$ cat src/rtl/core/ips_pkg.sv
// Shared types, widths and codes for the interval profiler.
// No dependencies; imported by every module of the block.
package ips_pkg;

    localparam int unsigned STAMP_W       = 32;
    localparam int unsigned MICROS_W      = 32;
    localparam int unsigned TOTAL_W       = 48;
    localparam int unsigned COUNT_W       = 32;
    localparam int unsigned MEAN_W        = 40;
    localparam int unsigned CLK_MHZ_W     = 10;
    localparam int unsigned OP_W          = 2;
    localparam int unsigned CHAN_W        = 2;

    localparam int unsigned DEF_CHANNELS  = 3;
    localparam int unsigned DEF_FRAC_BITS = 8;

    localparam logic [CLK_MHZ_W-1:0] CLOCK_MHZ_RESET = 10'd168;
    localparam logic [CHAN_W-1:0]    TOTAL_CHANNEL   = 2'd2;

    localparam logic [OP_W-1:0] OP_START  = 2'd0;
    localparam logic [OP_W-1:0] OP_STOP   = 2'd1;
    localparam logic [OP_W-1:0] OP_REPORT = 2'd2;
    localparam logic [OP_W-1:0] OP_CLEAR  = 2'd3;

    localparam logic KIND_STOP   = 1'b0;
    localparam logic KIND_REPORT = 1'b1;

    // Write strobes from the sequencer into the statistics bank.
    typedef struct packed {
        logic clear;
        logic start_we;
        logic stop_we;
        logic mean_we;
    } t_bank_ctl;

    // Statistics of the addressed channel plus the shared stop counter.
    typedef struct packed {
        logic [MICROS_W-1:0] min_us;
        logic [MICROS_W-1:0] max_us;
        logic [TOTAL_W-1:0]  total_sum;
        logic [COUNT_W-1:0]  count;
        logic [MEAN_W-1:0]   mean_q;
        logic [COUNT_W-1:0]  stop_total;
    } t_stats;

endpackage

$ cat src/rtl/core/ips_serial_div.sv
// Restoring divider producing one quotient bit per cycle.
// Depends on ips_pkg (imported for house consistency).
module ips_serial_div #(
    parameter int unsigned NUM_W = 56,
    parameter int unsigned DEN_W = 32
) (
    input  logic             i_clk,
    input  logic             i_rst_n,
    input  logic             i_start,
    input  logic [NUM_W-1:0] i_num,
    input  logic [DEN_W-1:0] i_den,
    output logic             o_busy,
    output logic             o_done,
    output logic [NUM_W-1:0] o_quot
);
    import ips_pkg::*;

    localparam int unsigned CNT_W = $clog2(NUM_W + 1);

    logic [NUM_W-1:0] r_num, n_num;
    logic [DEN_W-1:0] r_rem, n_rem;
    logic [DEN_W-1:0] r_den;
    logic [CNT_W-1:0] r_cnt;
    logic             r_busy;
    logic             r_done;

    logic [DEN_W:0]   w_shift;
    logic             w_ge;
    logic [DEN_W:0]   w_diff;

    // Bring down the next dividend bit, trial-subtract the divisor.
    always_comb begin
        w_shift = {r_rem, r_num[NUM_W-1]};
        w_ge    = (w_shift >= {1'b0, r_den});
        w_diff  = w_shift - {1'b0, r_den};
        n_rem   = w_ge ? w_diff[DEN_W-1:0] : w_shift[DEN_W-1:0];
        n_num   = {r_num[NUM_W-2:0], w_ge};
    end

    always_ff @(posedge i_clk) begin
        if (!i_rst_n) begin
            r_busy <= 1'b0;
            r_done <= 1'b0;
            r_cnt  <= '0;
        end else begin
            r_done <= 1'b0;
            if (i_start && !r_busy) begin
                r_busy <= 1'b1;
                r_cnt  <= '0;
            end else if (r_busy) begin
                r_cnt <= r_cnt + 1'b1;
                if (r_cnt == CNT_W'(NUM_W - 1)) begin
                    r_busy <= 1'b0;
                    r_done <= 1'b1;
                end
            end
        end
    end

    always_ff @(posedge i_clk) begin
        if (i_start && !r_busy) begin
            r_num <= i_num;
            r_rem <= '0;
            r_den <= i_den;
        end else if (r_busy) begin
            r_num <= n_num;
            r_rem <= n_rem;
        end
    end

    assign o_busy = r_busy;
    assign o_done = r_done;
    assign o_quot = r_num;

`ifndef NO_ASSERTIONS
    a_done_not_busy: assert property (@(posedge i_clk) disable iff (!i_rst_n)
        r_done |-> !r_busy)
        else $error("divider flags done while still iterating");
    a_done_after_busy: assert property (@(posedge i_clk) disable iff (!i_rst_n)
        r_done |-> $past(r_busy))
        else $error("divider done without a preceding iteration");
    a_cnt_range: assert property (@(posedge i_clk) disable iff (!i_rst_n)
        r_busy |-> (r_cnt < CNT_W'(NUM_W)))
        else $error("divider step count past dividend width");
`endif

endmodule

$ cat src/rtl/core/ips_stats_bank.sv
// Per-channel start stamps and statistics, with saturating updates.
// Depends on ips_pkg for widths, the control struct and the stats struct.
module ips_stats_bank #(
    parameter int unsigned CHANNELS = 3,
    parameter int unsigned CH_W     = 2
) (
    input  logic                         i_clk,
    input  logic                         i_rst_n,
    input  ips_pkg::t_bank_ctl           i_ctl,
    input  logic [CH_W-1:0]              i_idx,
    input  logic [ips_pkg::STAMP_W-1:0]  i_stamp,
    input  logic [ips_pkg::MICROS_W-1:0] i_us,
    input  logic [ips_pkg::MEAN_W-1:0]   i_mean,
    output logic [ips_pkg::STAMP_W-1:0]  o_start_stamp,
    output ips_pkg::t_stats              o_stats
);
    import ips_pkg::*;

    logic [STAMP_W-1:0]  r_start [CHANNELS];
    logic [MICROS_W-1:0] r_min   [CHANNELS];
    logic [MICROS_W-1:0] r_max   [CHANNELS];
    logic [TOTAL_W-1:0]  r_total [CHANNELS];
    logic [COUNT_W-1:0]  r_count [CHANNELS];
    logic [MEAN_W-1:0]   r_mean  [CHANNELS];
    logic [COUNT_W-1:0]  r_stops;

    logic [TOTAL_W:0]    w_sum;
    logic [TOTAL_W-1:0]  n_total;

    always_comb begin
        w_sum   = {1'b0, r_total[i_idx]} + (TOTAL_W + 1)'(i_us);
        n_total = w_sum[TOTAL_W] ? '1 : w_sum[TOTAL_W-1:0];
    end

    always_ff @(posedge i_clk) begin
        if (!i_rst_n) begin
            for (int c = 0; c < int'(CHANNELS); c++) begin
                r_start[c] <= '0;
                r_min[c]   <= '1;
                r_max[c]   <= '0;
                r_total[c] <= '0;
                r_count[c] <= '0;
                r_mean[c]  <= '0;
            end
            r_stops <= '0;
        end else begin
            if (i_ctl.clear) begin
                for (int c = 0; c < int'(CHANNELS); c++) begin
                    r_min[c]   <= '1;
                    r_max[c]   <= '0;
                    r_total[c] <= '0;
                    r_count[c] <= '0;
                    r_mean[c]  <= '0;
                end
                r_stops <= '0;
            end
            if (i_ctl.start_we) begin
                r_start[i_idx] <= i_stamp;
            end
            if (i_ctl.stop_we) begin
                if (i_us < r_min[i_idx]) r_min[i_idx] <= i_us;
                if (i_us > r_max[i_idx]) r_max[i_idx] <= i_us;
                r_total[i_idx] <= n_total;
                if (r_count[i_idx] != '1) r_count[i_idx] <= r_count[i_idx] + 1'b1;
                if (i_idx == CH_W'(TOTAL_CHANNEL) && r_stops != '1) begin
                    r_stops <= r_stops + 1'b1;
                end
            end
            if (i_ctl.mean_we) begin
                r_mean[i_idx] <= i_mean;
            end
        end
    end

    always_comb begin
        o_start_stamp       = r_start[i_idx];
        o_stats.min_us      = r_min[i_idx];
        o_stats.max_us      = r_max[i_idx];
        o_stats.total_sum   = r_total[i_idx];
        o_stats.count       = r_count[i_idx];
        o_stats.mean_q      = r_mean[i_idx];
        o_stats.stop_total  = r_stops;
    end

endmodule

$ cat src/rtl/core/interval_profiler_stats.sv
// Top level of the interval profiler: sequencer, output register, config.
// Depends on ips_pkg, ips_serial_div and ips_stats_bank.
//
//  Channel   Direction  Handshake                    Carries
//  --------  ---------  ---------------------------  ------------------------------
//  in        sink       i_in_valid / o_in_ready      operation, channel, cycle_stamp
//  out       source     o_out_valid / i_out_ready    stop result or statistics report
//  cfg       sink       i_cfg_valid / o_cfg_ready    clock_mhz (always ready)
//
//  Start, clear and items on a channel past the last are taken in the idle state.
//  A stop passes through the divide state, where the bit-serial divider retires one
//  quotient bit per cycle over the 48 + FRAC_BITS bit dividend, then the update state;
//  a report with samples only divides; a report on an empty channel goes to the emit state.
//  A finished result waits in the output register; the next item is taken
//  only once the sequencer has handed its result over to that register.
//  Synchronous active-low reset; no clearing pass, all state is flip-flops.
module interval_profiler_stats #(
    parameter int unsigned CHANNELS  = ips_pkg::DEF_CHANNELS,
    parameter int unsigned FRAC_BITS = ips_pkg::DEF_FRAC_BITS
) (
    input  logic                          i_clk,
    input  logic                          i_rst_n,
    // input items
    input  logic                          i_in_valid,
    output logic                          o_in_ready,
    input  logic [ips_pkg::OP_W-1:0]      i_operation,
    input  logic [ips_pkg::CHAN_W-1:0]    i_channel,
    input  logic [ips_pkg::STAMP_W-1:0]   i_cycle_stamp,
    // result items
    output logic                          o_out_valid,
    input  logic                          i_out_ready,
    output logic                          o_result_kind,
    output logic [ips_pkg::CHAN_W-1:0]    o_result_channel,
    output logic [ips_pkg::STAMP_W-1:0]   o_span_cycles,
    output logic [ips_pkg::MICROS_W-1:0]  o_elapsed_micros,
    output logic [ips_pkg::MICROS_W-1:0]  o_min_micros,
    output logic [ips_pkg::MICROS_W-1:0]  o_max_micros,
    output logic [ips_pkg::TOTAL_W-1:0]   o_total_micros,
    output logic [ips_pkg::COUNT_W-1:0]   o_sample_count,
    output logic [ips_pkg::MEAN_W-1:0]    o_mean_micros_q8,
    output logic [ips_pkg::COUNT_W-1:0]   o_measurement_total,
    // configuration
    input  logic                          i_cfg_valid,
    output logic                          o_cfg_ready,
    input  logic [ips_pkg::CLK_MHZ_W-1:0] i_cfg_clock_mhz
);
    import ips_pkg::*;

    localparam int unsigned CH_W  = (CHANNELS > 1) ? $clog2(CHANNELS) : 1;
    localparam int unsigned NUM_W = TOTAL_W + FRAC_BITS;

    localparam logic [1:0] ST_IDLE = 2'd0;
    localparam logic [1:0] ST_DIV  = 2'd1;
    localparam logic [1:0] ST_UPD  = 2'd2;
    localparam logic [1:0] ST_EMIT = 2'd3;

    logic [1:0]           r_state;
    logic [CLK_MHZ_W-1:0] r_clock_mhz;
    logic                 r_kind;
    logic [CHAN_W-1:0]    r_chan;
    logic [CH_W-1:0]      r_idx;
    logic [STAMP_W-1:0]   r_cyc;
    logic [MICROS_W-1:0]  r_us;

    logic                 r_out_valid;
    logic                 r_o_kind;
    logic [CHAN_W-1:0]    r_o_chan;
    logic [STAMP_W-1:0]   r_o_cyc;
    logic [MICROS_W-1:0]  r_o_us;
    t_stats               r_o_stats;

    logic                 w_in_acc;
    logic                 w_chan_ok;
    logic [CH_W-1:0]      w_in_idx;
    logic [CH_W-1:0]      w_bank_idx;
    logic [STAMP_W-1:0]   w_start_stamp;
    logic [STAMP_W-1:0]   w_cyc;
    t_stats               w_stats;
    t_bank_ctl            w_ctl;
    logic                 w_div_start;
    logic [NUM_W-1:0]     w_div_num;
    logic [COUNT_W-1:0]   w_div_den;
    logic                 w_div_busy;
    logic                 w_div_done;
    logic [NUM_W-1:0]     w_div_quot;
    logic [MEAN_W-1:0]    w_mean_sat;
    logic                 w_out_load;

    assign o_in_ready  = (r_state == ST_IDLE);
    assign o_cfg_ready = 1'b1;
    assign w_in_acc    = i_in_valid && o_in_ready;
    assign w_chan_ok   = (32'(i_channel) < CHANNELS);
    assign w_in_idx    = CH_W'(i_channel);
    // Address the bank from the port while idle, from the held channel otherwise.
    assign w_bank_idx  = (r_state == ST_IDLE) ? w_in_idx : r_idx;
    assign w_cyc       = i_cycle_stamp - w_start_stamp;
    assign w_out_load  = (r_state == ST_EMIT) && (!r_out_valid || i_out_ready);

    // Saturate the mean quotient to the output width.
    assign w_mean_sat = (|w_div_quot[NUM_W-1:MEAN_W]) ? '1 : w_div_quot[MEAN_W-1:0];

    // Launch the divider: cycles by clock for a stop, scaled total by count
    // for a report on a channel that has samples.
    always_comb begin
        w_div_start = 1'b0;
        w_div_num   = NUM_W'(w_cyc);
        w_div_den   = COUNT_W'(r_clock_mhz);
        if (w_in_acc && w_chan_ok) begin
            unique case (i_operation)
                OP_STOP:   w_div_start = 1'b1;
                OP_REPORT: begin
                    w_div_start = (w_stats.count != '0);
                    w_div_num   = NUM_W'(w_stats.total_sum) << FRAC_BITS;
                    w_div_den   = w_stats.count;
                end
                OP_START, OP_CLEAR: w_div_start = 1'b0;
                default:            w_div_start = 1'b0;
            endcase
        end
    end

    always_comb begin
        w_ctl          = '0;
        w_ctl.clear    = w_in_acc && (i_operation == OP_CLEAR);
        w_ctl.start_we = w_in_acc && w_chan_ok && (i_operation == OP_START);
        w_ctl.stop_we  = (r_state == ST_UPD);
        w_ctl.mean_we  = (r_state == ST_DIV) && w_div_done && (r_kind == KIND_REPORT);
    end

    // Configuration register.
    always_ff @(posedge i_clk) begin
        if (!i_rst_n) begin
            r_clock_mhz <= CLOCK_MHZ_RESET;
        end else if (i_cfg_valid && o_cfg_ready) begin
            r_clock_mhz <= i_cfg_clock_mhz;
        end
    end

    // Sequencer.
    always_ff @(posedge i_clk) begin
        if (!i_rst_n) begin
            r_state <= ST_IDLE;
        end else begin
            unique case (r_state)
                ST_IDLE: begin
                    if (w_in_acc && w_chan_ok) begin
                        if (w_div_start) begin
                            r_state <= ST_DIV;
                        end else if (i_operation == OP_REPORT) begin
                            r_state <= ST_EMIT;
                        end
                    end
                end
                ST_DIV: begin
                    if (w_div_done) begin
                        r_state <= (r_kind == KIND_STOP) ? ST_UPD : ST_EMIT;
                    end
                end
                ST_UPD: r_state <= ST_EMIT;
                ST_EMIT: begin
                    if (w_out_load) r_state <= ST_IDLE;
                end
                default: r_state <= ST_IDLE;
            endcase
        end
    end

    // Hold the item context while it is in flight.
    always_ff @(posedge i_clk) begin
        if (w_in_acc) begin
            r_kind <= (i_operation == OP_REPORT) ? KIND_REPORT : KIND_STOP;
            r_chan <= i_channel;
            r_idx  <= w_in_idx;
            r_cyc  <= w_cyc;
        end
        if ((r_state == ST_DIV) && w_div_done) begin
            // A zero clock gives zero microseconds.
            r_us <= (r_clock_mhz == '0) ? '0 : w_div_quot[MICROS_W-1:0];
        end
    end

    // Output register.
    always_ff @(posedge i_clk) begin
        if (!i_rst_n) begin
            r_out_valid <= 1'b0;
        end else if (w_out_load) begin
            r_out_valid <= 1'b1;
        end else if (i_out_ready) begin
            r_out_valid <= 1'b0;
        end
    end

    always_ff @(posedge i_clk) begin
        if (w_out_load) begin
            r_o_kind  <= r_kind;
            r_o_chan  <= r_chan;
            r_o_cyc   <= (r_kind == KIND_STOP) ? r_cyc : '0;
            r_o_us    <= (r_kind == KIND_STOP) ? r_us : '0;
            r_o_stats <= w_stats;
        end
    end

    assign o_out_valid         = r_out_valid;
    assign o_result_kind       = r_o_kind;
    assign o_result_channel    = r_o_chan;
    assign o_span_cycles       = r_o_cyc;
    assign o_elapsed_micros    = r_o_us;
    assign o_min_micros        = r_o_stats.min_us;
    assign o_max_micros        = r_o_stats.max_us;
    assign o_total_micros      = r_o_stats.total_sum;
    assign o_sample_count      = r_o_stats.count;
    assign o_mean_micros_q8    = r_o_stats.mean_q;
    assign o_measurement_total = r_o_stats.stop_total;

    ips_serial_div #(
        .NUM_W (NUM_W),
        .DEN_W (COUNT_W)
    ) u_div (
        .i_clk   (i_clk),
        .i_rst_n (i_rst_n),
        .i_start (w_div_start),
        .i_num   (w_div_num),
        .i_den   (w_div_den),
        .o_busy  (w_div_busy),
        .o_done  (w_div_done),
        .o_quot  (w_div_quot)
    );

    ips_stats_bank #(
        .CHANNELS (CHANNELS),
        .CH_W     (CH_W)
    ) u_bank (
        .i_clk         (i_clk),
        .i_rst_n       (i_rst_n),
        .i_ctl         (w_ctl),
        .i_idx         (w_bank_idx),
        .i_stamp       (i_cycle_stamp),
        .i_us          (r_us),
        .i_mean        (w_mean_sat),
        .o_start_stamp (w_start_stamp),
        .o_stats       (w_stats)
    );

`ifndef NO_ASSERTIONS
    a_div_alive: assert property (@(posedge i_clk) disable iff (!i_rst_n)
        (r_state == ST_DIV) |-> (w_div_busy || w_div_done))
        else $error("waiting on a divider that is not running");
    a_stop_divides: assert property (@(posedge i_clk) disable iff (!i_rst_n)
        (w_in_acc && w_chan_ok && i_operation == OP_STOP) |=> (r_state == ST_DIV))
        else $error("accepted stop did not start a division");
    a_emit_holds: assert property (@(posedge i_clk) disable iff (!i_rst_n)
        (r_state == ST_EMIT && r_out_valid && !i_out_ready) |=> (r_state == ST_EMIT))
        else $error("result dropped while output register is occupied");
`endif

endmodule

$ cat config.mk
export PLATFORM = sky130hd
export DESIGN_NAME = interval_profiler_stats
export DESIGN_NICKNAME = d
export VERILOG_FILES = /design/src/rtl/core/ips_pkg.sv /design/src/rtl/core/ips_serial_div.sv /design/src/rtl/core/ips_stats_bank.sv /design/src/rtl/core/interval_profiler_stats.sv
export SDC_FILE = /design/constraint.sdc
export NUM_CORES = 2
export LEC_CHECK = 0
export BUFFER_PORTS_ARGS = -buffer_cell sky130_fd_sc_hd__buf_2
export CAP_MARGIN = 40
export CORE_MARGIN = 1
export CORE_UTILIZATION = 61
export DETAILED_ROUTE_END_ITERATION = 10
export PLACE_DENSITY = 0.8
export SLEW_MARGIN = 20
export SYNTH_ARGS = -nofsm -noshare
export SYNTH_HDL_FRONTEND = slang
export SYNTH_SLANG_ARGS = --single-unit
$ cat constraint.sdc
create_clock -name i_clk -period 16.7 [get_ports i_clk]
set_clock_uncertainty 0.1 [all_clocks]
set_input_delay 0 -clock i_clk [delete_from_list [all_inputs] [get_ports i_clk]]
set_output_delay 0 -clock i_clk [all_outputs]
set_load 0.05 [all_outputs]
==> metrics.yaml <==
ys_ff_latch: 1387
ys.flop_type: "edfxtp_1"
synth-edff-count: 1302
drc: 0
yosys-top-cells-area: "edfxtp_1 (62%), mux4_2 (7.6%), nor2_1 (3.5%)"
hold_viol_final: 0
overflow: 0
relSlewSlack: 0.318
required_ns: 17.03
dieWidth_um: 322
num_rows: 117
drive_gt1_frac: 0.177
crit_type: "register to register"
dp_cells: 6249
setup_viol: 0
nets: 5357
fillerInstances: 6609
die_h_um: 322
period_share: 0.428
endpoint_kind: "register"
finalWirelength_um: 160000
synth_top_area_cell: "edfxtp_1"
power_density_nw_per_um2: 153
postRouteAntennaNets: 0
synth_top_area_frac: 0.624
post-cts-setup-buffer-count: 0
min_period_ns: 7.15
cap_violations: 0
synthCells: 4634
rsz0062_at_grt: "no"
syn_to_final_growth_pct: 14.7
drv_slew: 0
synthArstFlopShare: 0
hold_path_class: "input port to register"
cts_buffers: 141
track_usage: 0.310
cp_max_fo: 131
layout.cells.non_filler: 6624
yosys_warnings: 0
ir_drop_uv: 116
core_um2: 102000
dp_hpwl_um: 105000
antenna_found_initial: 11
cts.sinks: 1387
cts_max_path_buffers: 3
cts_root_buf: "clkbuf_16"
synth_most_common_cell: "edfxtp_1"
worst_pin_slew_ns: 1.02
outcome: "finished clean"
vias: 40600
p_leak_nw: 27.2
drtIter0Drc: 5168
ioPinCount: 337
cts_resized: 0
dieArea_um2: 104000
path_cells: "inv_1 > ha_1 > mux2_8 > buf_12 > buf_4 > mux4_2 > inv_1 > ha_1 > a21o_1 > a21o_1 > a211o_1 > o211ai_1 > a21oi_1 > a2111oi_0 > o221a_2 > nand2_1 > o21ai_2 > buf_4"
finalSetupTns_ns: 0
worst_skew_pair.late_latency_ns: 0.76
vias_per_cell: 6.12
cp.arrival_ns: 7.48
grt_pass1_vias: 39400
start_util: 0.616
synth_common_cells: "edfxtp_1 (1302), nor2_1 (591), nand2_1 (421)"
max_freq_mhz: 140
io_buffers: 335
avgSynthCellArea_um2: 13.5
synth_cell_types: 86
crit_path_top_delay_cell: "mux2_8"
grt_pass1_wl_um: 238000
wire_per_inst_um: 24.2
gp_congestion: 0.933
cts_tree: "done"
drt_pass1_iterations: 7
post-route-util: 0.707
htreeDepth: 4
syn-cell-area_um2: 62700
slowest_delay_ns: 0.70
yosysSeqAreaShare: 0.651
path_clk_slew_ns: 0.06
grt_max_degree: 132
cp-start-kind: "register"
cell families (layout without fill, tap and decap cells):
kind of cell,after synthesis,count (layout),share of synthesized area
xor gates and xnor gates,133,133,0.0186
other,2,39,0.000120
adders and majority gates,172,172,0.0347
DFF,1387,1387,0.651
and+or+nand+nor,1624,1624,0.121
muxes,275,275,0.0866
AOI/OAI and AO/OA,543,543,0.0545
buffers and inverters,498,1083,0.0333
critical path, delay by kind of cell, from the launching register on:
family	cells	cell delay [ns]
AOI/OAI and AO/OA	8	2.23
buffers and inverters	5	1.93
muxes	2	1.12
adders and majority gates	2	0.78
DFF	1	0.34
and+or+nand+nor	1	0.08
flip-flops by register name (all words and copies together), names as in the netlist, 40 cells and up:
name / cells
u_bank.r_total: 192
u_bank.r_mean: 160
u_bank.r_count: 128
u_bank.r_max: 128
u_bank.r_min: 128
u_bank.r_start: 128
u_div.o_quot: 56
o_total_micros: 48
o_mean_micros_q8: 40
through the flow:
step	hold WS (ns)	instance area (µm²)	setup slack [ns]	power, mW
floorplan	-0.00113	62800	2.45	6.85
global placement	0.132	66000	9.89	7.74
detailed placement	0.134	66200	9.69	7.83
CTS	0.00403	71700	9.67	10.9
global route	0.0251	71900	9.22	11.4
finish	0.0132	71900	9.55	11.0
power breakdown:
part / total [mW] / switching [mW] / leakage [nW] / internal, mW
logic: 3.33 / 2.18 / 12.0 / 1.16
registers: 4.55 / 0.197 / 13.0 / 4.36
clock network: 3.08 / 1.33 / 2.20 / 1.75
total: 11.0 / 3.70 / 27.2 / 7.26
cell usage in the layout, fill, tap and decap left out, drive strengths merged, types with 34 or more instances in the layout:
cell type    synthesis  layout
mux4               211     211
and3                41      41
and2               242     242
clkinv               1      60
nand2              422     422
dlygate4sd3          0     104
nor2b               82      82
buf                 93     434
a21o                53      53
a31oi               34      34
mux2i               49      49
inv                285     294
a21oi              142     142
xnor2               68      68
ha                 169     169
xor2                65      65
nand3               73      73
nor3                48      48
nand4               40      40
dfxtp               85      85
nor2               591     591
edfxtp            1302    1302
clkbuf             119     178
o21ai              155     155
final cells by class:
| class | count | area, µm² | share of cell area |
|---|---|---|---|
| diodes | 6 | 15.0 | 0.000209 |
| clock inverters | 81 | 753 | 0.0105 |
| clock buffers | 178 | 3730 | 0.0519 |
| multi-input cells | 2780 | 20100 | 0.279 |
| well taps | 1368 | 1710 | 0.0238 |
| flip-flops and latches | 1387 | 40800 | 0.568 |
| inverters | 286 | 1070 | 0.0149 |
| repair buffers | 538 | 3720 | 0.0517 |
timing repair:
action,CTS,global route
endpoints found under the setup margin,0,0
hold buffers,104,0
hold endpoints to repair,237,0
final timing paths:
check | startpoint | slack [ns] | cells after the start | to
worst max register to register | r_state[1] | 9.55 | 18 | u_bank.r_min[1][26]
worst max-delay path | r_state[1] | 9.55 | 18 | u_bank.r_min[1][26]
worst min register to register | u_div.r_rem[14] | 0.38 | 2 | u_div.r_rem[14]
worst min-delay path | i_cycle_stamp[1] | 0.01 | 2 | u_bank.r_start[3][1]
metal layers:
metal | global-route usage | share of wire | vias to the layer above
met4 | 0.140 | 0.044 | 6
met2 | 0.498 | 0.48 | 2389
met3 | 0.0607 | 0.11 | 406
met5 | 0 | 0.00026 | -
met1 | 0.412 | 0.37 | 19900
li1 | - | - | 17900
Power figures use the tool's default switching activity.
